==> config.mk <==
export PLATFORM = sky130hd
export DESIGN_NAME = gfas_front
export DESIGN_NICKNAME = d
export VERILOG_FILES = /design/src/hw/rtl/gfas_pkg.sv /design/src/hw/rtl/gfas_front.sv
export SDC_FILE = /design/constraint.sdc
export NUM_CORES = 2
export LEC_CHECK = 0
export ABC_CLOCK_PERIOD_IN_PS = 5150
export BUFFER_PORTS_ARGS = -buffer_cell sky130_fd_sc_hd__buf_2
export CAP_MARGIN = 10
export CORE_MARGIN = 4
export CORE_UTILIZATION = 51
export DETAILED_ROUTE_END_ITERATION = 12
export GPL_TIMING_DRIVEN = 0
export HOLD_SLACK_MARGIN = 0.15
export PLACE_DENSITY = 0.8
export SETUP_SLACK_MARGIN = 0.05
export SLEW_MARGIN = 10
export SYNTH_ARGS = -nofsm -noshare
export SYNTH_HDL_FRONTEND = slang
export SYNTH_SLANG_ARGS = --single-unit
==> constraint.sdc <==
create_clock -name clk -period 5.15 [get_ports clk]
set_input_delay 0.515 -clock clk [delete_from_list [all_inputs] [get_ports clk]]
set_output_delay 0.515 -clock clk [all_outputs]
set_load 0.02 [all_outputs]
==> src/hw/rtl/gfas_pkg.sv <==
// shared types, constants and helper functions of the gray frame ascii sampler
`timescale 1ns / 1ps
`default_nettype none

package gfas_pkg;

    // frame store geometry
    localparam int MAX_SRC_WIDTH  = 256;
    localparam int MAX_SRC_HEIGHT = 256;
    localparam int FRAME_DEPTH    = MAX_SRC_WIDTH * MAX_SRC_HEIGHT;

    // widths of the item fields and registers
    localparam int FUNC_W    = 1;
    localparam int COORD_W   = 10;
    localparam int CHAN_W    = 8;
    localparam int GRAY_W    = 8;
    localparam int CHAR_W    = 7;
    localparam int LEVEL_W   = 4;
    localparam int CFG_DIM_W = 9;
    localparam int RATIO_W   = 24;
    localparam int SUM_W     = CHAN_W + 2;

    // derived widths
    localparam int DIM_W  = $clog2(((MAX_SRC_WIDTH > MAX_SRC_HEIGHT) ?
                                    MAX_SRC_WIDTH : MAX_SRC_HEIGHT) + 1);
    localparam int X_W    = (MAX_SRC_WIDTH > 1) ? $clog2(MAX_SRC_WIDTH) : 1;
    localparam int Y_W    = (MAX_SRC_HEIGHT > 1) ? $clog2(MAX_SRC_HEIGHT) : 1;
    localparam int ADDR_W = (FRAME_DEPTH > 1) ? $clog2(FRAME_DEPTH) : 1;
    localparam int BASE_W = Y_W + DIM_W;
    localparam int CMP_W  = (DIM_W > COORD_W) ? DIM_W : COORD_W;
    localparam int PROD_W = COORD_W + RATIO_W;
    localparam int FRAC_W = 16;
    localparam int MAP_W  = PROD_W + 1 - FRAC_W;
    localparam int MCMP_W = (MAP_W > DIM_W) ? MAP_W : DIM_W;
    localparam int CFG_CW = (CFG_DIM_W > DIM_W) ? CFG_DIM_W : DIM_W;

    // q8.16 round half up
    localparam logic [PROD_W:0] ROUND_HALF = (PROD_W + 1)'(1 << (FRAC_W - 1));

    // divide by three as multiply by reciprocal, exact for sums up to 765
    localparam int DIV3_MUL   = 683;
    localparam int DIV3_SHIFT = 11;
    localparam int DIV3_W     = SUM_W + DIV3_SHIFT - 1;

    // request decoupling queue between front and back
    localparam int Q_DEPTH = 4;
    localparam int Q_PTR_W = $clog2(Q_DEPTH);
    localparam int Q_CNT_W = $clog2(Q_DEPTH + 1);

    // result buffer in the back part
    localparam int OUT_DEPTH = 4;
    localparam int OUT_PTR_W = $clog2(OUT_DEPTH);
    localparam int OUT_CNT_W = $clog2(OUT_DEPTH + 1);

    // function codes
    localparam logic [FUNC_W-1:0] FUNC_LOAD   = 1'b0;
    localparam logic [FUNC_W-1:0] FUNC_SAMPLE = 1'b1;

    // register indexes
    localparam logic [1:0] REG_SRC_WIDTH  = 2'd0;
    localparam logic [1:0] REG_SRC_HEIGHT = 2'd1;
    localparam logic [1:0] REG_X_RATIO    = 2'd2;
    localparam logic [1:0] REG_Y_RATIO    = 2'd3;

    localparam logic [CFG_DIM_W-1:0] SRC_WIDTH_RST  = 9'd256;
    localparam logic [CFG_DIM_W-1:0] SRC_HEIGHT_RST = 9'd256;
    localparam logic [RATIO_W-1:0]   RATIO_RST      = 24'd65536;

    // brightness ramp
    localparam int RAMP_TOP = 12;
    localparam logic [GRAY_W-1:0] LEVEL_THR [1:RAMP_TOP] = '{
        8'd11, 8'd32, 8'd54, 8'd75, 8'd96, 8'd117,
        8'd139, 8'd160, 8'd181, 8'd202, 8'd224, 8'd245
    };
    localparam logic [CHAR_W-1:0] RAMP_CHARS [0:RAMP_TOP] = '{
        7'd32, 7'd46, 7'd44, 7'd45, 7'd126, 7'd58, 7'd59,
        7'd61, 7'd33, 7'd42, 7'd35, 7'd36, 7'd64
    };

    typedef struct packed {
        logic [DIM_W-1:0]   w_eff;
        logic [DIM_W-1:0]   h_eff;
        logic [RATIO_W-1:0] x_ratio;
        logic [RATIO_W-1:0] y_ratio;
    } cfg_t;

    typedef struct packed {
        logic              is_sample;
        logic [ADDR_W-1:0] addr;
        logic [GRAY_W-1:0] gray;
    } req_t;

    typedef struct packed {
        logic [LEVEL_W-1:0] level;
        logic [CHAR_W-1:0]  char_code;
    } res_t;

    // round 12*gray/255 to nearest by threshold compares
    function automatic logic [LEVEL_W-1:0] level_of(input logic [GRAY_W-1:0] gray);
        logic [LEVEL_W-1:0] lvl;
        lvl = '0;
        for (int k = 1; k <= RAMP_TOP; k++) begin
            if (gray >= LEVEL_THR[k]) begin
                lvl = LEVEL_W'(k);
            end
        end
        return lvl;
    endfunction

    function automatic logic [CHAR_W-1:0] ramp_char(input logic [LEVEL_W-1:0] lvl);
        logic [CHAR_W-1:0] c;
        c = RAMP_CHARS[RAMP_TOP];
        for (int k = 0; k <= RAMP_TOP; k++) begin
            if (lvl == LEVEL_W'(k)) begin
                c = RAMP_CHARS[k];
            end
        end
        return c;
    endfunction

endpackage

`default_nettype wire

==> src/hw/rtl/gfas_front.sv <==
// front pipeline: accepts items, maps coordinates and forms frame store requests
`timescale 1ns / 1ps
`default_nettype none

module gfas_front (
    input  wire logic                         clk,
    input  wire logic                         rst_n,
    input  wire gfas_pkg::cfg_t               cfg,
    input  wire logic                         in_valid,
    output logic                              in_ready,
    input  wire logic [gfas_pkg::FUNC_W-1:0]  in_func,
    input  wire logic [gfas_pkg::COORD_W-1:0] in_col,
    input  wire logic [gfas_pkg::COORD_W-1:0] in_row,
    input  wire logic [gfas_pkg::CHAN_W-1:0]  in_red,
    input  wire logic [gfas_pkg::CHAN_W-1:0]  in_green,
    input  wire logic [gfas_pkg::CHAN_W-1:0]  in_blue,
    input  wire logic                         q_full,
    output logic                              q_push,
    output gfas_pkg::req_t                    q_entry
);

    // stage 1: captured item
    logic                           s1_valid_reg;
    logic                           s1_sample_reg;
    logic [gfas_pkg::COORD_W-1:0]   s1_col_reg;
    logic [gfas_pkg::COORD_W-1:0]   s1_row_reg;
    logic [gfas_pkg::SUM_W-1:0]     s1_sum_reg;

    // stage 2: products, gray, range check
    logic                           s2_valid_reg;
    logic                           s2_sample_reg;
    logic                           s2_inrange_reg;
    logic [gfas_pkg::X_W-1:0]       s2_col_reg;
    logic [gfas_pkg::Y_W-1:0]       s2_row_reg;
    logic [gfas_pkg::PROD_W-1:0]    s2_prod_x_reg;
    logic [gfas_pkg::PROD_W-1:0]    s2_prod_y_reg;
    logic [gfas_pkg::GRAY_W-1:0]    s2_gray_reg;

    // stage 3: source coordinates
    logic                           s3_valid_reg;
    logic                           s3_sample_reg;
    logic                           s3_keep_reg;
    logic [gfas_pkg::X_W-1:0]       s3_sx_reg;
    logic [gfas_pkg::Y_W-1:0]       s3_sy_reg;
    logic [gfas_pkg::GRAY_W-1:0]    s3_gray_reg;

    // stage 4: row base
    logic                           s4_valid_reg;
    logic                           s4_sample_reg;
    logic                           s4_keep_reg;
    logic [gfas_pkg::X_W-1:0]       s4_sx_reg;
    logic [gfas_pkg::BASE_W-1:0]    s4_base_reg;
    logic [gfas_pkg::GRAY_W-1:0]    s4_gray_reg;

    logic                           adv;
    logic [gfas_pkg::SUM_W-1:0]     sum_next;
    logic [gfas_pkg::DIV3_W-1:0]    div3_prod;
    logic                           inrange_next;
    logic [gfas_pkg::MAP_W-1:0]     map_x;
    logic [gfas_pkg::MAP_W-1:0]     map_y;
    logic [gfas_pkg::DIM_W-1:0]     w_last;
    logic [gfas_pkg::DIM_W-1:0]     h_last;
    logic [gfas_pkg::X_W-1:0]       sx_next;
    logic [gfas_pkg::Y_W-1:0]       sy_next;

    // whole pipeline holds only when a kept request meets a full queue
    assign adv      = !(s4_valid_reg && s4_keep_reg && q_full);
    assign in_ready = adv;

    assign sum_next = gfas_pkg::SUM_W'(in_red) + gfas_pkg::SUM_W'(in_green)
                    + gfas_pkg::SUM_W'(in_blue);

    assign div3_prod = gfas_pkg::DIV3_W'(s1_sum_reg)
                     * gfas_pkg::DIV3_W'(gfas_pkg::DIV3_MUL);

    assign inrange_next =
        (gfas_pkg::CMP_W'(s1_col_reg) < gfas_pkg::CMP_W'(cfg.w_eff)) &&
        (gfas_pkg::CMP_W'(s1_row_reg) < gfas_pkg::CMP_W'(cfg.h_eff));

    assign map_x  = gfas_pkg::MAP_W'(((gfas_pkg::PROD_W + 1)'(s2_prod_x_reg)
                    + gfas_pkg::ROUND_HALF) >> gfas_pkg::FRAC_W);
    assign map_y  = gfas_pkg::MAP_W'(((gfas_pkg::PROD_W + 1)'(s2_prod_y_reg)
                    + gfas_pkg::ROUND_HALF) >> gfas_pkg::FRAC_W);
    assign w_last = cfg.w_eff - gfas_pkg::DIM_W'(1);
    assign h_last = cfg.h_eff - gfas_pkg::DIM_W'(1);

    always_comb
    begin
        if (!s2_sample_reg) begin
            sx_next = s2_col_reg;
            sy_next = s2_row_reg;
        end else begin
            if (gfas_pkg::MCMP_W'(map_x) > gfas_pkg::MCMP_W'(w_last)) begin
                sx_next = gfas_pkg::X_W'(w_last);
            end else begin
                sx_next = gfas_pkg::X_W'(map_x);
            end
            if (gfas_pkg::MCMP_W'(map_y) > gfas_pkg::MCMP_W'(h_last)) begin
                sy_next = gfas_pkg::Y_W'(h_last);
            end else begin
                sy_next = gfas_pkg::Y_W'(map_y);
            end
        end
    end

    always_ff @(posedge clk or negedge rst_n)
    begin
        if (!rst_n) begin
            s1_valid_reg <= 1'b0;
            s2_valid_reg <= 1'b0;
            s3_valid_reg <= 1'b0;
            s4_valid_reg <= 1'b0;
        end else if (adv) begin
            s1_valid_reg <= in_valid;
            s2_valid_reg <= s1_valid_reg;
            s3_valid_reg <= s2_valid_reg;
            s4_valid_reg <= s3_valid_reg;
        end
    end

    always_ff @(posedge clk)
    begin
        if (adv) begin
            s1_sample_reg  <= (in_func == gfas_pkg::FUNC_SAMPLE);
            s1_col_reg     <= in_col;
            s1_row_reg     <= in_row;
            s1_sum_reg     <= sum_next;

            s2_sample_reg  <= s1_sample_reg;
            s2_inrange_reg <= inrange_next;
            s2_col_reg     <= gfas_pkg::X_W'(s1_col_reg);
            s2_row_reg     <= gfas_pkg::Y_W'(s1_row_reg);
            s2_prod_x_reg  <= gfas_pkg::PROD_W'(s1_col_reg)
                            * gfas_pkg::PROD_W'(cfg.x_ratio);
            s2_prod_y_reg  <= gfas_pkg::PROD_W'(s1_row_reg)
                            * gfas_pkg::PROD_W'(cfg.y_ratio);
            s2_gray_reg    <= div3_prod[gfas_pkg::DIV3_SHIFT +: gfas_pkg::GRAY_W];

            s3_sample_reg  <= s2_sample_reg;
            s3_keep_reg    <= s2_sample_reg || s2_inrange_reg;
            s3_sx_reg      <= sx_next;
            s3_sy_reg      <= sy_next;
            s3_gray_reg    <= s2_gray_reg;

            s4_sample_reg  <= s3_sample_reg;
            s4_keep_reg    <= s3_keep_reg;
            s4_sx_reg      <= s3_sx_reg;
            s4_base_reg    <= gfas_pkg::BASE_W'(s3_sy_reg) * gfas_pkg::BASE_W'(cfg.w_eff);
            s4_gray_reg    <= s3_gray_reg;
        end
    end

    // loads outside the image are dropped here
    assign q_push            = s4_valid_reg && s4_keep_reg && adv;
    assign q_entry.is_sample = s4_sample_reg;
    assign q_entry.addr      = gfas_pkg::ADDR_W'(s4_base_reg + gfas_pkg::BASE_W'(s4_sx_reg));
    assign q_entry.gray      = s4_gray_reg;

endmodule

`default_nettype wire

==> qor.yml <==
violations_in_the_final_reports: "negative setup slack"
viasPerCell: 5.49
firstDrtPassIters: 8
area_growth_pct: 15.6
timing.reg2reg.setup_slack_ns: -0.72
grt_start_max_net_pins: 49
syn-mean-instance-area_um2: 9.90
via_count: 19100
final.setup_skew_ns: 0.0116
post_route_cells_drive_above_1_share_pct: 16.1
r2r_cells: 20
final_net_count: 3616
post-route-min-period_ns: 5.87
part_of_the_yosys_area_used_for_sequential_elements_pct: 18.6
core.rowCount: 81
post_layout_nonfiller_instances: 3480
timing.hold.worst.class: "in -> reg"
cts.sinks: 159
timing.final.ws_setup_ns: -0.724
totalWireLength_um: 64700
floorplan.die.height_um: 232
post-place-cells: 3344
initial_core_util_pct: 51.9
top_usage_layer: "met2"
worst_setup_path_end_kind: "register"
startpoint_type: "register"
die_outline_area_um2: 53800
timing.critical_path.fanout_max: 6
cts_tree: "done"
synth-seq-cells: 159
worstSetupEndpoint: "s2_prod_x_reg[33]"
die_w_um: 232
finalWeightedCongestion: 0.924
met3_usage_pct: 5.05
synth_area_um2: 25600
timing.final.hold_violations: 0
async_reset_ff_share_pct: 2.52
worst_setup_path_startpoint: "s1_col_reg[4]"
worst_r2r_dst: "s2_prod_x_reg[33]"
multi_input_area_um2: 19300
run_status: "finished with violations"
grt.met1_usage_pct: 28.8
worstSkewPairLatency_ns: 0.48
clk_transition_reported_paths_ns: 0.07
htreeDepth: 4
insertedDiodeCount: 0
synth.yosys.warnings: 0
crit_type: "reg -> reg"
place_area_um2: 27200
ctsRootBufferMaster: "sky130_fd_sc_hd__clkbuf_16"
grt_antenna_before_repair: 1
layout.area.seq_um2: 4750
met2_capacity_usage_during_global_routing_pct: 41.0
core_footprint_um2: 49300
slew_viol_final: 0
max-slew-margin-rel_pct: 51.5
routedWlPerCell_um: 18.6
cts.path.max_buffers: 2
fill_cells: 3910
synth_ff_type: "sky130_fd_sc_hd__edfxtp_1"
fmax_mhz: 170
global_route_wire_length_before_repair_um: 101000
vias_in_the_first_global_route: 20500
gr-usage-all-layers_pct: 23.8
drt_iter0_markers: 1144
ios: 142
synth_edf_count: 155
period_share_pct: 114
max_slew.worst_pin.slew_ns: 0.728
place_hpwl_um: 47600
port_buffers: 95
worst_r2r_startpoint: "s1_col_reg[4]"
cap_viol_max_count: 0
final-setup-viol-count: 33
worst-endpoint-required_ns: 5.38
netlist_instances: 2582
drcViolationCount: 0
synth.net_count: 3395
drt.antenna.violating_nets: 0
finish.instance_area_um2: 29600
tritoncts.num_buffers: 17
synth_cell_types: 67
overflow: 0
setup_repair_after_global_routing_missed_its_margin: "true"
worstPathArrival_ns: 6.11
[through the flow]
step | setup slack, ns | TNS (ns) | utilization (%) | hold slack, ns
after floorplan | -0.187 | -1.11 | - | 0.219
after CTS | -0.652 | -11.32 | 58.6 | 0.167
after global routing | -0.869 | -20.97 | 60.0 | 0.182
after global placement | -1.23 | -33.07 | 55.0 | 0.317
after detailed placement | -1.29 | -33.93 | 55.2 | 0.323
final | -0.724 | -16.45 | 60.0 | 0.213
[layer usage]
| metal | share of wire (%) | vias up |
|---|---|---|
| li1 | - | 8547 |
| met1 | 38 | 9609 |
| met2 | 51 | 742 |
| met3 | 6.9 | 190 |
| met4 | 4.1 | 0 |
| met5 | 0 | - |
[cells in the mapped netlist (4+ instances only)]
master,instances,area (um2)
sky130_fd_sc_hd__buf_1,10,37.5
sky130_fd_sc_hd__xor2_1,34,298
sky130_fd_sc_hd__clkbuf_1,85,319
sky130_fd_sc_hd__nand3_1,38,190
sky130_fd_sc_hd__a21oi_1,66,330
sky130_fd_sc_hd__a21boi_0,4,30.0
sky130_fd_sc_hd__nand2b_1,17,106
sky130_fd_sc_hd__fa_1,418,8370
sky130_fd_sc_hd__ha_1,280,3500
sky130_fd_sc_hd__and3_1,12,75.1
sky130_fd_sc_hd__nand2_1,301,1130
sky130_fd_sc_hd__and2_1,283,1770
sky130_fd_sc_hd__nor2b_1,12,75.1
sky130_fd_sc_hd__a31oi_1,11,68.8
sky130_fd_sc_hd__xnor2_1,76,666
sky130_fd_sc_hd__o21bai_1,10,75.1
sky130_fd_sc_hd__nor2_1,45,169
sky130_fd_sc_hd__inv_1,494,1850
sky130_fd_sc_hd__nand3_2,4,40.0
sky130_fd_sc_hd__o21ai_0,35,175
sky130_fd_sc_hd__nor3_1,23,115
sky130_fd_sc_hd__o31ai_1,4,30.0
sky130_fd_sc_hd__mux2i_1,21,210
sky130_fd_sc_hd__a211oi_1,4,30.0
sky130_fd_sc_hd__nand4_1,16,100
sky130_fd_sc_hd__a21o_1,44,330
sky130_fd_sc_hd__edfxtp_1,155,4650
sky130_fd_sc_hd__mux2_2,16,180
sky130_fd_sc_hd__o21a_1,4,30.0
sky130_fd_sc_hd__or2_2,4,25.0
sky130_fd_sc_hd__dfrtp_1,4,100
[how the worst min path moves through the flow]
stage              start             to  slack, ns  cells past startpoint
4_1_cts        in_row[1]  s1_row_reg[1]       0.17                      1
3_5_place_dp       rst_n   s4_valid_reg       0.32                      1
5_1_grt        in_col[9]  s1_col_reg[9]       0.18                      1
3_3_place_gp       rst_n   s4_valid_reg       0.32                      1
6_report       in_row[1]  s1_row_reg[1]       0.21                      1
2_1_floorplan      rst_n   s1_valid_reg       0.22                      0
[layout make-up]
class                   instances  area share (%)
repair buffers                202            4.93
clock inverters                13           0.457
flip-flops and latches        159            16.1
well taps                     664            2.81
multi-input cells            1832            65.3
clock buffers                  19            1.53
inverters                     494            6.27
plain buffers                  97            2.66
[cells by family after synthesis]
kind of cell / count (synthesis) / synth area share (%)
buf+inv: 591 / 8.70
flops: 159 / 18.6
simple gates: 774 / 15.6
mux: 38 / 1.59
compound gates: 212 / 5.34
fa+ha+maj: 698 / 46.4
xor+xnor: 110 / 3.77
[cell usage in the layout, fill, tap and decap left out, types with 20 or more instances in the layout]
master	count
sky130_fd_sc_hd__buf_2	101
sky130_fd_sc_hd__a21o_1	44
sky130_fd_sc_hd__clkbuf_1	31
sky130_fd_sc_hd__nand2_1	293
sky130_fd_sc_hd__and2_1	263
sky130_fd_sc_hd__clkbuf_16	20
sky130_fd_sc_hd__o21ai_0	28
sky130_fd_sc_hd__nor2_1	41
sky130_fd_sc_hd__buf_4	81
sky130_fd_sc_hd__ha_1	262
sky130_fd_sc_hd__buf_6	29
sky130_fd_sc_hd__fa_1	408
sky130_fd_sc_hd__edfxtp_1	155
sky130_fd_sc_hd__inv_1	485
sky130_fd_sc_hd__xor2_1	33
sky130_fd_sc_hd__nor3_1	21
sky130_fd_sc_hd__and2_4	20
sky130_fd_sc_hd__a21oi_1	49
sky130_fd_sc_hd__nand3_1	34
sky130_fd_sc_hd__mux2i_1	21
sky130_fd_sc_hd__xnor2_1	74
[critical path, stage by stage (launching register included)]
cell	delay, ns
sky130_fd_sc_hd__edfxtp_1	0.54
sky130_fd_sc_hd__buf_8	0.20
sky130_fd_sc_hd__and2_4	0.13
sky130_fd_sc_hd__fa_1	0.50
sky130_fd_sc_hd__fa_1	0.58
sky130_fd_sc_hd__fa_1	0.43
sky130_fd_sc_hd__fa_1	0.51
sky130_fd_sc_hd__inv_1	0.06
sky130_fd_sc_hd__fa_1	0.50
sky130_fd_sc_hd__inv_2	0.05
sky130_fd_sc_hd__ha_4	0.21
sky130_fd_sc_hd__a21o_1	0.19
sky130_fd_sc_hd__a221o_1	0.34
sky130_fd_sc_hd__a31oi_4	0.21
sky130_fd_sc_hd__a2bb2oi_2	0.14
sky130_fd_sc_hd__o211ai_1	0.10
sky130_fd_sc_hd__buf_4	0.16
sky130_fd_sc_hd__a31oi_4	0.27
sky130_fd_sc_hd__o21bai_2	0.16
sky130_fd_sc_hd__a31oi_2	0.25
sky130_fd_sc_hd__xnor2_1	0.09
[timing repair]
action | in CTS | in global routing
gates cloned | 1 | 2
resized for setup | 130 | 121
pin swaps | 52 | 66
hold buffers | 1 | 0
setup buffers | 68 | 32
setup endpoints to repair | 41 | 43
endpoints found under the hold margin | 4 | 0
Power is not shown: default switching activity piles up to over one toggle a cycle in this logic, so the estimate is an artifact.
