===== src/hw/rtl/gfas_pkg.sv =====
// shared types, constants and helper functions of the gray frame ascii sampler
`timescale 1ns / 1ps
`default_nettype none

package gfas_pkg;

    // frame store geometry
    localparam int MAX_SRC_WIDTH  = 256;
    localparam int MAX_SRC_HEIGHT = 256;
    localparam int FRAME_DEPTH    = MAX_SRC_WIDTH * MAX_SRC_HEIGHT;

    // widths of the item fields and registers
    localparam int FUNC_W    = 1;
    localparam int COORD_W   = 10;
    localparam int CHAN_W    = 8;
    localparam int GRAY_W    = 8;
    localparam int CHAR_W    = 7;
    localparam int LEVEL_W   = 4;
    localparam int CFG_DIM_W = 9;
    localparam int RATIO_W   = 24;
    localparam int SUM_W     = CHAN_W + 2;

    // derived widths
    localparam int DIM_W  = $clog2(((MAX_SRC_WIDTH > MAX_SRC_HEIGHT) ?
                                    MAX_SRC_WIDTH : MAX_SRC_HEIGHT) + 1);
    localparam int X_W    = (MAX_SRC_WIDTH > 1) ? $clog2(MAX_SRC_WIDTH) : 1;
    localparam int Y_W    = (MAX_SRC_HEIGHT > 1) ? $clog2(MAX_SRC_HEIGHT) : 1;
    localparam int ADDR_W = (FRAME_DEPTH > 1) ? $clog2(FRAME_DEPTH) : 1;
    localparam int BASE_W = Y_W + DIM_W;
    localparam int CMP_W  = (DIM_W > COORD_W) ? DIM_W : COORD_W;
    localparam int PROD_W = COORD_W + RATIO_W;
    localparam int FRAC_W = 16;
    localparam int MAP_W  = PROD_W + 1 - FRAC_W;
    localparam int MCMP_W = (MAP_W > DIM_W) ? MAP_W : DIM_W;
    localparam int CFG_CW = (CFG_DIM_W > DIM_W) ? CFG_DIM_W : DIM_W;

    // q8.16 round half up
    localparam logic [PROD_W:0] ROUND_HALF = (PROD_W + 1)'(1 << (FRAC_W - 1));

    // divide by three as multiply by reciprocal, exact for sums up to 765
    localparam int DIV3_MUL   = 683;
    localparam int DIV3_SHIFT = 11;
    localparam int DIV3_W     = SUM_W + DIV3_SHIFT - 1;

    // request decoupling queue between front and back
    localparam int Q_DEPTH = 4;
    localparam int Q_PTR_W = $clog2(Q_DEPTH);
    localparam int Q_CNT_W = $clog2(Q_DEPTH + 1);

    // result buffer in the back part
    localparam int OUT_DEPTH = 4;
    localparam int OUT_PTR_W = $clog2(OUT_DEPTH);
    localparam int OUT_CNT_W = $clog2(OUT_DEPTH + 1);

    // function codes
    localparam logic [FUNC_W-1:0] FUNC_LOAD   = 1'b0;
    localparam logic [FUNC_W-1:0] FUNC_SAMPLE = 1'b1;

    // register indexes
    localparam logic [1:0] REG_SRC_WIDTH  = 2'd0;
    localparam logic [1:0] REG_SRC_HEIGHT = 2'd1;
    localparam logic [1:0] REG_X_RATIO    = 2'd2;
    localparam logic [1:0] REG_Y_RATIO    = 2'd3;

    localparam logic [CFG_DIM_W-1:0] SRC_WIDTH_RST  = 9'd256;
    localparam logic [CFG_DIM_W-1:0] SRC_HEIGHT_RST = 9'd256;
    localparam logic [RATIO_W-1:0]   RATIO_RST      = 24'd65536;

    // brightness ramp
    localparam int RAMP_TOP = 12;
    localparam logic [GRAY_W-1:0] LEVEL_THR [1:RAMP_TOP] = '{
        8'd11, 8'd32, 8'd54, 8'd75, 8'd96, 8'd117,
        8'd139, 8'd160, 8'd181, 8'd202, 8'd224, 8'd245
    };
    localparam logic [CHAR_W-1:0] RAMP_CHARS [0:RAMP_TOP] = '{
        7'd32, 7'd46, 7'd44, 7'd45, 7'd126, 7'd58, 7'd59,
        7'd61, 7'd33, 7'd42, 7'd35, 7'd36, 7'd64
    };

    typedef struct packed {
        logic [DIM_W-1:0]   w_eff;
        logic [DIM_W-1:0]   h_eff;
        logic [RATIO_W-1:0] x_ratio;
        logic [RATIO_W-1:0] y_ratio;
    } cfg_t;

    typedef struct packed {
        logic              is_sample;
        logic [ADDR_W-1:0] addr;
        logic [GRAY_W-1:0] gray;
    } req_t;

    typedef struct packed {
        logic [LEVEL_W-1:0] level;
        logic [CHAR_W-1:0]  char_code;
    } res_t;

    // round 12*gray/255 to nearest by threshold compares
    function automatic logic [LEVEL_W-1:0] level_of(input logic [GRAY_W-1:0] gray);
        logic [LEVEL_W-1:0] lvl;
        lvl = '0;
        for (int k = 1; k <= RAMP_TOP; k++) begin
            if (gray >= LEVEL_THR[k]) begin
                lvl = LEVEL_W'(k);
            end
        end
        return lvl;
    endfunction

    function automatic logic [CHAR_W-1:0] ramp_char(input logic [LEVEL_W-1:0] lvl);
        logic [CHAR_W-1:0] c;
        c = RAMP_CHARS[RAMP_TOP];
        for (int k = 0; k <= RAMP_TOP; k++) begin
            if (lvl == LEVEL_W'(k)) begin
                c = RAMP_CHARS[k];
            end
        end
        return c;
    endfunction

endpackage

`default_nettype wire


===== src/hw/rtl/gfas_queue.sv =====
// short request queue between front and back
`timescale 1ns / 1ps
`default_nettype none

module gfas_queue (
    input  wire logic           clk,
    input  wire logic           rst_n,
    input  wire logic           push,
    input  wire gfas_pkg::req_t push_entry,
    output logic                full,
    input  wire logic           pop,
    output logic                head_valid,
    output gfas_pkg::req_t      head_entry
);

    gfas_pkg::req_t                 slot_reg [0:gfas_pkg::Q_DEPTH-1];
    logic [gfas_pkg::Q_PTR_W-1:0]   wr_ptr_reg;
    logic [gfas_pkg::Q_PTR_W-1:0]   rd_ptr_reg;
    logic [gfas_pkg::Q_CNT_W-1:0]   cnt_reg;
    logic [gfas_pkg::Q_CNT_W-1:0]   cnt_next;

    assign full       = (cnt_reg == gfas_pkg::Q_CNT_W'(gfas_pkg::Q_DEPTH));
    assign head_valid = (cnt_reg != '0);
    assign head_entry = slot_reg[rd_ptr_reg];

    always_comb
    begin
        cnt_next = cnt_reg;
        if (push && !pop) begin
            cnt_next = cnt_reg + gfas_pkg::Q_CNT_W'(1);
        end else if (pop && !push) begin
            cnt_next = cnt_reg - gfas_pkg::Q_CNT_W'(1);
        end
    end

    always_ff @(posedge clk or negedge rst_n)
    begin
        if (!rst_n) begin
            wr_ptr_reg <= '0;
            rd_ptr_reg <= '0;
            cnt_reg    <= '0;
        end else begin
            if (push) begin
                wr_ptr_reg <= wr_ptr_reg + gfas_pkg::Q_PTR_W'(1);
            end
            if (pop) begin
                rd_ptr_reg <= rd_ptr_reg + gfas_pkg::Q_PTR_W'(1);
            end
            cnt_reg <= cnt_next;
        end
    end

    always_ff @(posedge clk)
    begin
        if (push) begin
            slot_reg[wr_ptr_reg] <= push_entry;
        end
    end

endmodule

`default_nettype wire


===== config.mk =====
export PLATFORM = sky130hd
export DESIGN_NAME = gfas_queue
export DESIGN_NICKNAME = d
export VERILOG_FILES = /design/src/hw/rtl/gfas_pkg.sv /design/src/hw/rtl/gfas_queue.sv
export SDC_FILE = /design/constraint.sdc
export NUM_CORES = 1
export LEC_CHECK = 0
export ABC_CLOCK_PERIOD_IN_PS = 3900
export BUFFER_PORTS_ARGS = -buffer_cell sky130_fd_sc_hd__buf_2
export CORE_MARGIN = 2
export CORE_UTILIZATION = 36
export DETAILED_ROUTE_END_ITERATION = 6
export PLACE_DENSITY = 0.58
export RECOVER_POWER = 25
export SYNTH_ARGS = -nofsm -noshare
export SYNTH_HDL_FRONTEND = slang
export SYNTH_SLANG_ARGS = --single-unit

===== constraint.sdc =====
create_clock -name clk -period 3.9 [get_ports clk]
set_clock_uncertainty 0.2 [all_clocks]
set_input_delay 0.39 -clock clk [delete_from_list [all_inputs] [get_ports clk]]
set_output_delay 0.39 -clock clk [all_outputs]
set_load 0.02 [all_outputs]

==> qor.csv, run 1 <==
metric,value,unit
status,finished clean,
cts_tree,done,
wl_per_cell,18.2,µm
worst_slack,1.16,ns
clkSinkCount,107,
cp-startpoint,rd_ptr_reg[0],
dpl_cell_area,4470,µm²
syn_to_final_growth,14.9,%
worst_ep_required_time,3.31,ns
fin_area,4650,µm²
dieArea,12100,µm²
num_antenna_cells,0,
die_x,110,µm
slew_headroom,41.0,%
cts_root_buf,clkbuf_8,
final_common_cell,edfxtp_1,
grt_pass1_vias,1899,
synth_fp_nets,200,
rsz0062_at_grt,no,
crit_path_end,head_entry[24],
maxCapViolations,0,
max_stage_delay,0.96,ns
whs_path_depth,2,
vias,1816,
path_class,reg -> out,
rr_worst_depth,4,
startpoint_type,register,
cp-end-kind,output pin,
power_leakage,1.59,nW
finalSetupTns,0,ns
hold_viol,0,
core.rowCount,38,
cts_buffer_depth,2,
whs,0.0445,ns
drtAntennaViolNets,0,
largest_register_ffs,100,
finalPower,3.34,mW
hp-class,in -> reg,
fmax,364,MHz
clock_latency,0.36,ns
grt.total_usage,12.1,%
antenna_found_initial,0,
min_period_over_period,70.4,%
grt_max_degree,28,
fp.dieH,110,µm
post-cts-setup-buffers,0,
clk_pin_slew,0.09,ns
rr_startpoint,wr_ptr_reg[1],
core_area,10900,µm²
drive_gt1_share,32.6,%
cts_buffers,9,
drc,0,
slew_viol_final,0,
period_needed,2.74,ns
reg2reg_to,slot_reg[1][3],
final_nets,266,
power_density,718,nW/µm²
yosysUniqueCellTypes,19,
preCtsSetupSlack,1.48,ns
arrival,2.15,ns
syn_area,4050,µm²
crit_chain,mux4_1 -> buf_2,
slowest_stage,dfrtp_2,
syn_avg_cell_area,24.5,µm²
fin_cells,376,
drt-total-wl,6.84,mm
setup_viol,0,
initial_utilization,37.2,%
final_cell_mix,"100 x edfxtp_1, 38 x buf_2, 19 x clkbuf_1, 18 x mux4_2, 9 x clkbuf_8",
vdd_drop_max,0.305,mV
cts_max_level,3,
pin_count,56,
ys_seq_area_share,78.5,%
first_pass_iters,4,
place_congestion,0.659,
final_util,42.7,%
syn_inst,165,
rrSetupSlack,2.00,ns
via_per_inst,4.83,
port_buffers,55,
cp_max_fo,27,
dp.final_hpwl,4.28,mm
yosys_register_bits,107,
drt_iter0_drc,63,
tightest_slew,0.885,ns
gr-total-overflow,0,
ys_warn_count,0,
grt_pass1_wl,10.5,mm
place_inst,359,
## how the worst min path moves through the flow
stage                               from  slack, ns              end
final                                pop       0.04    rd_ptr_reg[0]
after global routing                 pop       0.04    rd_ptr_reg[0]
after CTS                 push_entry[23]       0.02  slot_reg[3][23]
after detailed placement           rst_n       0.04       cnt_reg[2]
after global placement             rst_n       0.04       cnt_reg[2]
after floorplan                    rst_n      -0.11       cnt_reg[0]
## logic make-up after synthesis
family                     count (synthesis)  synth area share (%)
xor gates and xnor gates                   6                  1.30
muxes                                     26                  14.8
buffers and inverters                     10                  2.01
AOI/OAI and AO/OA                          1                 0.123
DFF                                      107                  78.5
adders and majority gates                  6                  2.04
and+or+nand+nor                            9                  1.24
## routing by layer
metal	vias up	global-route usage, %	wire [µm]
li1	814	-	-
met1	943	16.5	3140
met2	49	18.8	3270
met3	10	2.82	348
met4	0	4.61	80
met5	-	0	0
## timing repair
action / CTS / global route
resized for setup: 0 / 0
hold endpoints to repair: 7 / 0
hold buffers: 1 / 0
## critical path, delay by kind of cell, from the launching register on
family,cells,cell delay (ns)
buf+inv,1,0.18
mux,1,0.65
flops,1,0.96
## cell usage after synthesis (all sizes together)
master	number	area, µm²
fa	1	20.0
mux2	1	11.3
mux4	25	589
inv	4	15.0
nand2	2	7.51
ha	5	62.6
buf	6	66.3
nor3b	1	7.51
edfxtp	100	3000
nor2	1	3.75
dfrtp	7	175
and2	4	25.0
xnor2	2	17.5
or3	1	6.26
xor2	4	35.0
o21ai	1	5.00
## power by group
part / total (mW) / switching, mW / internal (mW)
combinational: 1.02 / 0.569 / 0.455
clock: 0.653 / 0.354 / 0.300
sequential: 1.66 / 0.156 / 1.51
## cell type report
type | count | area, µm²
tap | 140 | 175
clock buffer | 11 | 131
sequential | 107 | 3180
timing repair buffer | 61 | 302
fill | 965 | 6230
inverter | 4 | 15.0
clock inverter | 5 | 61.3
multi-input combinational | 48 | 791
Power figures use the tool's default switching activity.
==> run 2: changes to the inputs <==
--- a/config.mk
+++ b/config.mk
@@ -5,12 +5,12 @@
 export SDC_FILE = /design/constraint.sdc
 export NUM_CORES = 1
 export LEC_CHECK = 0
-export ABC_CLOCK_PERIOD_IN_PS = 3900
+export ABC_CLOCK_PERIOD_IN_PS = 2350
 export BUFFER_PORTS_ARGS = -buffer_cell sky130_fd_sc_hd__buf_2
 export CORE_MARGIN = 2
 export CORE_UTILIZATION = 36
 export DETAILED_ROUTE_END_ITERATION = 6
-export PLACE_DENSITY = 0.58
+export PLACE_DENSITY = 0.6
 export RECOVER_POWER = 25
 export SYNTH_ARGS = -nofsm -noshare
 export SYNTH_HDL_FRONTEND = slang
==> constraint.sdc (replaced) <==
create_clock -name clk -period 2.35 [get_ports clk]
set_clock_uncertainty 0.2 [all_clocks]
set_input_delay 0.235 -clock clk [delete_from_list [all_inputs] [get_ports clk]]
set_output_delay 0.235 -clock clk [all_outputs]
set_load 0.02 [all_outputs]
==> qor.csv, run 2 (same netlist as run 1, synthesis figures left out) <==
metric,value,unit
status,finished clean,
fin_cells,410,
final_cell_mix,"100 x edfxtp_1, 39 x buf_2, 28 x dlygate4sd3_1, 18 x mux4_2, 18 x clkbuf_1",
wl_per_cell,16.6,µm
reg2reg_to,slot_reg[2][18],
final_common_cell,edfxtp_1,
cts_max_level,3,
switching_share,32.0,%
preCtsSetupSlack,0.345,ns
dieArea,12100,µm²
cts_tree,done,
cts_root_buf,clkbuf_8,
grt_pass1_vias,2072,
clkSinkCount,107,
antenna_found_initial,0,
dp.final_hpwl,4.35,mm
final_nets,300,
place_inst,363,
clk_pin_slew,0.09,ns
finalSetupTns,0,ns
fin_area,5010,µm²
tightest_slew,0.393,ns
setup_viol,0,
intPower,3.81,mW
period_needed,2.17,ns
nFillCells,932,
largest_register_ffs,100,
vias,1897,
hold_viol,0,
dpl_cell_area,4570,µm²
maxCapViolations,0,
rsz0062_at_grt,no,
port_buffers,55,
core_area,10900,µm²
rrSetupSlack,0.62,ns
finalPower,5.61,mW
drt_iter0_drc,79,
grt_max_degree,22,
seqPwrFrac,47.3,%
grt.total_usage,12.7,%
gr-total-overflow,0,
power_leakage,1.74,nW
cts_buffer_depth,2,
initial_utilization,37.2,%
power_density,1120,nW/µm²
p_clk_share,16.8,%
pin_count,56,
drtAntennaViolNets,0,
cts_buffers,9,
slew_headroom,73.8,%
fmax,460,MHz
worst_slack,0.177,ns
p_sw,1.80,mW
rr_worst_depth,4,
drive_gt1_share,31.5,%
clock_latency,0.35,ns
worst_ep_required_time,1.91,ns
cp_max_fo,7,
syn_to_final_growth,23.8,%
drc,0,
cp-end-kind,output pin,
first_pass_iters,4,
power.share.combinational,35.9,%
slew_viol_final,0,
hp-class,in -> async,
via_per_inst,4.63,
drt-total-wl,6.79,mm
grt_pass1_wl,10.9,mm
fp.dieH,110,µm
arrival,1.74,ns
core.rowCount,38,
rr_startpoint,wr_ptr_reg[0],
path_class,reg -> out,
num_antenna_cells,0,
min_period_over_period,92.5,%
place_congestion,0.709,
final_util,46.1,%
whs,0.0931,ns
vdd_drop_max,0.487,mV
die_x,110,µm
startpoint_type,register,
==> run 2: layer usage <==
metal | global-route usage, % | wire length [µm]
met1 | 14.6 | 2910
met3 | 5.29 | 354
met5 | 0 | 0
met2 | 21.9 | 3470
met4 | 3.53 | 63
==> run 2: worst max path at each step <==
stage,to,slack (ns),startpoint,cells past startpoint
after global placement,head_entry[6],0.36,rd_ptr_reg[0],3
after detailed placement,head_entry[6],0.34,rd_ptr_reg[0],3
after floorplan,slot_reg[0][0],0.51,wr_ptr_reg[0],3
after global routing,head_entry[6],0.07,rd_ptr_reg[0],3
final,head_entry[6],0.18,rd_ptr_reg[0],3
after CTS,head_entry[6],0.13,rd_ptr_reg[0],3
==> run 2: layout make-up <==
cell class,instances,area (µm²),share of cell area (%)
Clock buffer,11,131,2.62
Clock inverter,5,30.0,0.599
Inverter,4,15.0,0.299
Multi-Input combinational cell,48,793,15.8
Sequential cell,107,3180,63.4
Tap cell,140,175,3.49
Timing Repair Buffer,95,688,13.7
==> run 2: power groups by stage <==
stage	registers (mW)	clock network (mW)	logic, mW
final	2.65	0.945	2.01
after global routing	2.70	1.07	2.21
after CTS	2.66	0.989	2.09
after detailed placement	2.73	0	1.98
after global placement	2.72	0	1.96
after floorplan	2.63	0	1.43
==> run 2: critical path, stage by stage (launching register included) <==
cell and delay [ns]:
dfrtp_4 0.46, buf_4 0.21, mux4_2 0.53, buf_2 0.18
==> run 2: timing repair <==
item	CTS	global route
hold endpoints to repair	111	0
buffers inserted	3	0
hold buffers	28	0
endpoints found under the setup margin	16	0
resized for setup	1	0
==> run 3: changes to the inputs <==
--- a/config.mk
+++ b/config.mk
@@ -5,10 +5,12 @@
 export SDC_FILE = /design/constraint.sdc
 export NUM_CORES = 1
 export LEC_CHECK = 0
+export ABC_AREA = 1
 export ABC_CLOCK_PERIOD_IN_PS = 2350
 export BUFFER_PORTS_ARGS = -buffer_cell sky130_fd_sc_hd__buf_2
 export CORE_MARGIN = 2
 export CORE_UTILIZATION = 36
+export CTS_BUF_LIST = sky130_fd_sc_hd__clkbuf_4
 export DETAILED_ROUTE_END_ITERATION = 6
 export PLACE_DENSITY = 0.6
 export RECOVER_POWER = 25
==> qor.csv, run 3 <==
metric,value,unit
final_util,43.9,%
whs_endpoint,cnt_reg[2],
synth_most_common_cell,edfxtp_1,
synth_xor_area_share,0.801,%
rsz0062_at_grt,no,
final_cell_mix,"100 x edfxtp_1, 89 x nand2_1, 61 x inv_1, 50 x o211ai_1, 38 x buf_2",
hp-class,reg -> reg,
drc,0,
power_leakage,2.12,nW
finalPower,5.97,mW
clk_pin_slew,0.15,ns
synth_top_family_by_area,compound AO/OA/AOI/OAI gates,
syn_to_final_growth,19.5,%
wl_per_cell,13.9,µm
port_buffers,55,
finalSetupTns,0,ns
place_congestion,0.705,
nFillCells,1147,
maxCapViolations,0,
pin_count,56,
yosys_register_bits,107,
synth-compound-area-share,8.70,%
drt-total-wl,8.09,mm
max_stage_delay,0.60,ns
core_area,11900,µm²
hold_viol,0,
vdd_drop_max,0.513,mV
worst_ep_required_time,1.91,ns
dp.final_hpwl,4.86,mm
synth_area_leaders,"edfxtp_1 69%, o211ai_1 8.6%, nand2_1 7.6%",
cts_buffers,9,
rrSetupSlack,0.64,ns
status,finished clean,
final_nets,463,
via_per_inst,4.60,
worst_slack,0.184,ns
cts_tree,done,
cts_buffer_depth,2,
path_class,reg -> out,
arrival,1.73,ns
synthAdderAreaFrac,1.89,%
num_antenna_cells,0,
hp-start,cnt_reg[2],
antenna_found_initial,0,
yosys.area_share.simple,8.10,%
synth_edf_count,100,
ys_seq_area_share,72.7,%
rr_startpoint,wr_ptr_reg[0],
ctsResizeCount,0,
fp.dieH,114,µm
yosysTopAreaCell,edfxtp_1,
fin_cells,580,
clock_latency,0.44,ns
startpoint_type,register,
whs_path_depth,2,
slew_viol_final,0,
die_x,114,µm
crit_chain,buf_4 -> o211ai_1 -> nand2_1 -> buf_2,
setup_viol,0,
async_flop_share,6.54,%
drive_gt1_share,14.8,%
initial_utilization,36.7,%
synthMuxAreaShare,0,%
grt_pass1_vias,2526,
gr-total-overflow,0,
slew_headroom,71.9,%
tightest_slew,0.421,ns
grt_pass1_wl,12.6,mm
fmax,462,MHz
dieArea,13000,µm²
preCtsSetupSlack,0.584,ns
clkSinkCount,107,
period_needed,2.17,ns
first_pass_iters,4,
syn_avg_cell_area,12.9,µm²
grt_max_degree,53,
power_density,1140,nW/µm²
slowest_stage,dfrtp_4,
ys_warn_count,0,
cts_max_level,3,
syn_area,4370,µm²
core.rowCount,40,
rr_worst_depth,5,
place_inst,534,
final_common_cell,edfxtp_1,
syn_inst,340,
grt.total_usage,12.8,%
synth_common_cells,"100 x edfxtp_1, 89 x nand2_1, 61 x inv_1, 50 x o211ai_1, 8 x buf_2",
reg2reg_to,slot_reg[0][23],
synthFlopType,edfxtp_1,
vias,2666,
yosysTopAreaCellShare,68.7,%
drtAntennaViolNets,0,
synth_fp_nets,375,
cp_max_fo,24,
min_period_over_period,92.2,%
yosysUniqueCellTypes,19,
cts_root_buf,clkbuf_4,
cp-end-kind,output pin,
drt_iter0_drc,110,
largest_register_ffs,100,
==> run 3: cell types whose count changed after synthesis, sizes merged, moves of 4 or more <==
| cell | change |
|---|---|
| buf | +10 |
| mux4 | -25 |
| o211ai | +50 |
| and2 | -4 |
| inv | +58 |
| nand2 | +87 |
==> run 3: what timing repair did <==
item	in CTS	in global routing
hold buffers	29	0
endpoints found under the setup margin	0	19
hold endpoints to repair	112	0
buffers inserted	0	1
==> run 3: area by class of cell <==
| class | count | area (µm²) | share of cell area [%] |
|---|---|---|---|
| multi-input combinational | 154 | 852 | 16.3 |
| sequential | 107 | 3180 | 60.9 |
| tap | 147 | 184 | 3.52 |
| timing repair buffer | 94 | 636 | 12.2 |
| clock buffer | 11 | 82.6 | 1.58 |
| inverter | 62 | 235 | 4.50 |
| clock inverter | 5 | 53.8 | 1.03 |
==> run 3: kinds of logic (layout without fill, tap and decap cells) <==
kind of cell | Yosys count | after routing
AOI/OAI and AO/OA | 51 | 51
xor gates and xnor gates | 4 | 4
adders and majority gates | 6 | 6
buffers and inverters | 79 | 172
DFF | 107 | 107
and+or+nand+nor | 93 | 93
==> run 3: metrics by stage <==
step                area (µm²)  hold WS [ns]
floorplan                 4370        -0.261
finish                    5230         0.292
global route              5230         0.325
detailed placement        4810        -0.111
global placement          4810        -0.114
CTS                       5240         0.290
==> run 3: critical path, delay by kind of cell, from the launching register on <==
family	cells	cell delay [ns]
and+or+nand+nor	1	0.08
AOI/OAI and AO/OA	1	0.19
DFF	1	0.60
buffers and inverters	2	0.40
==> run 3: worst max path at each step <==
| stage | start | to | slack [ns] | depth (start not counted) |
|---|---|---|---|---|
| 2_1_floorplan | wr_ptr_reg[0] | slot_reg[0][0] | 0.60 | 4 |
| 3_3_place_gp | rd_ptr_reg[0] | head_entry[3] | 0.61 | 5 |
| 3_5_place_dp | rd_ptr_reg[0] | head_entry[3] | 0.58 | 5 |
| 4_1_cts | rd_ptr_reg[0] | head_entry[9] | 0.04 | 5 |
| 5_1_grt | rd_ptr_reg[0] | head_entry[5] | 0.03 | 4 |
| 6_report | rd_ptr_reg[0] | head_entry[10] | 0.18 | 4 |
==> run 3: power by group <==
part           internal, mW  switching, mW
clock network         0.345          0.548
registers              2.51          0.165
logic                 0.802           1.60
==> run 3: metal layers <==
layer | wire (µm) | track usage, % | share of wire (%)
met1 | 3490 | 14.9 | 43
met2 | 4100 | 22.5 | 51
met3 | 361 | 3.81 | 4.5
met4 | 128 | 4.80 | 1.6
met5 | 0 | 0 | 0
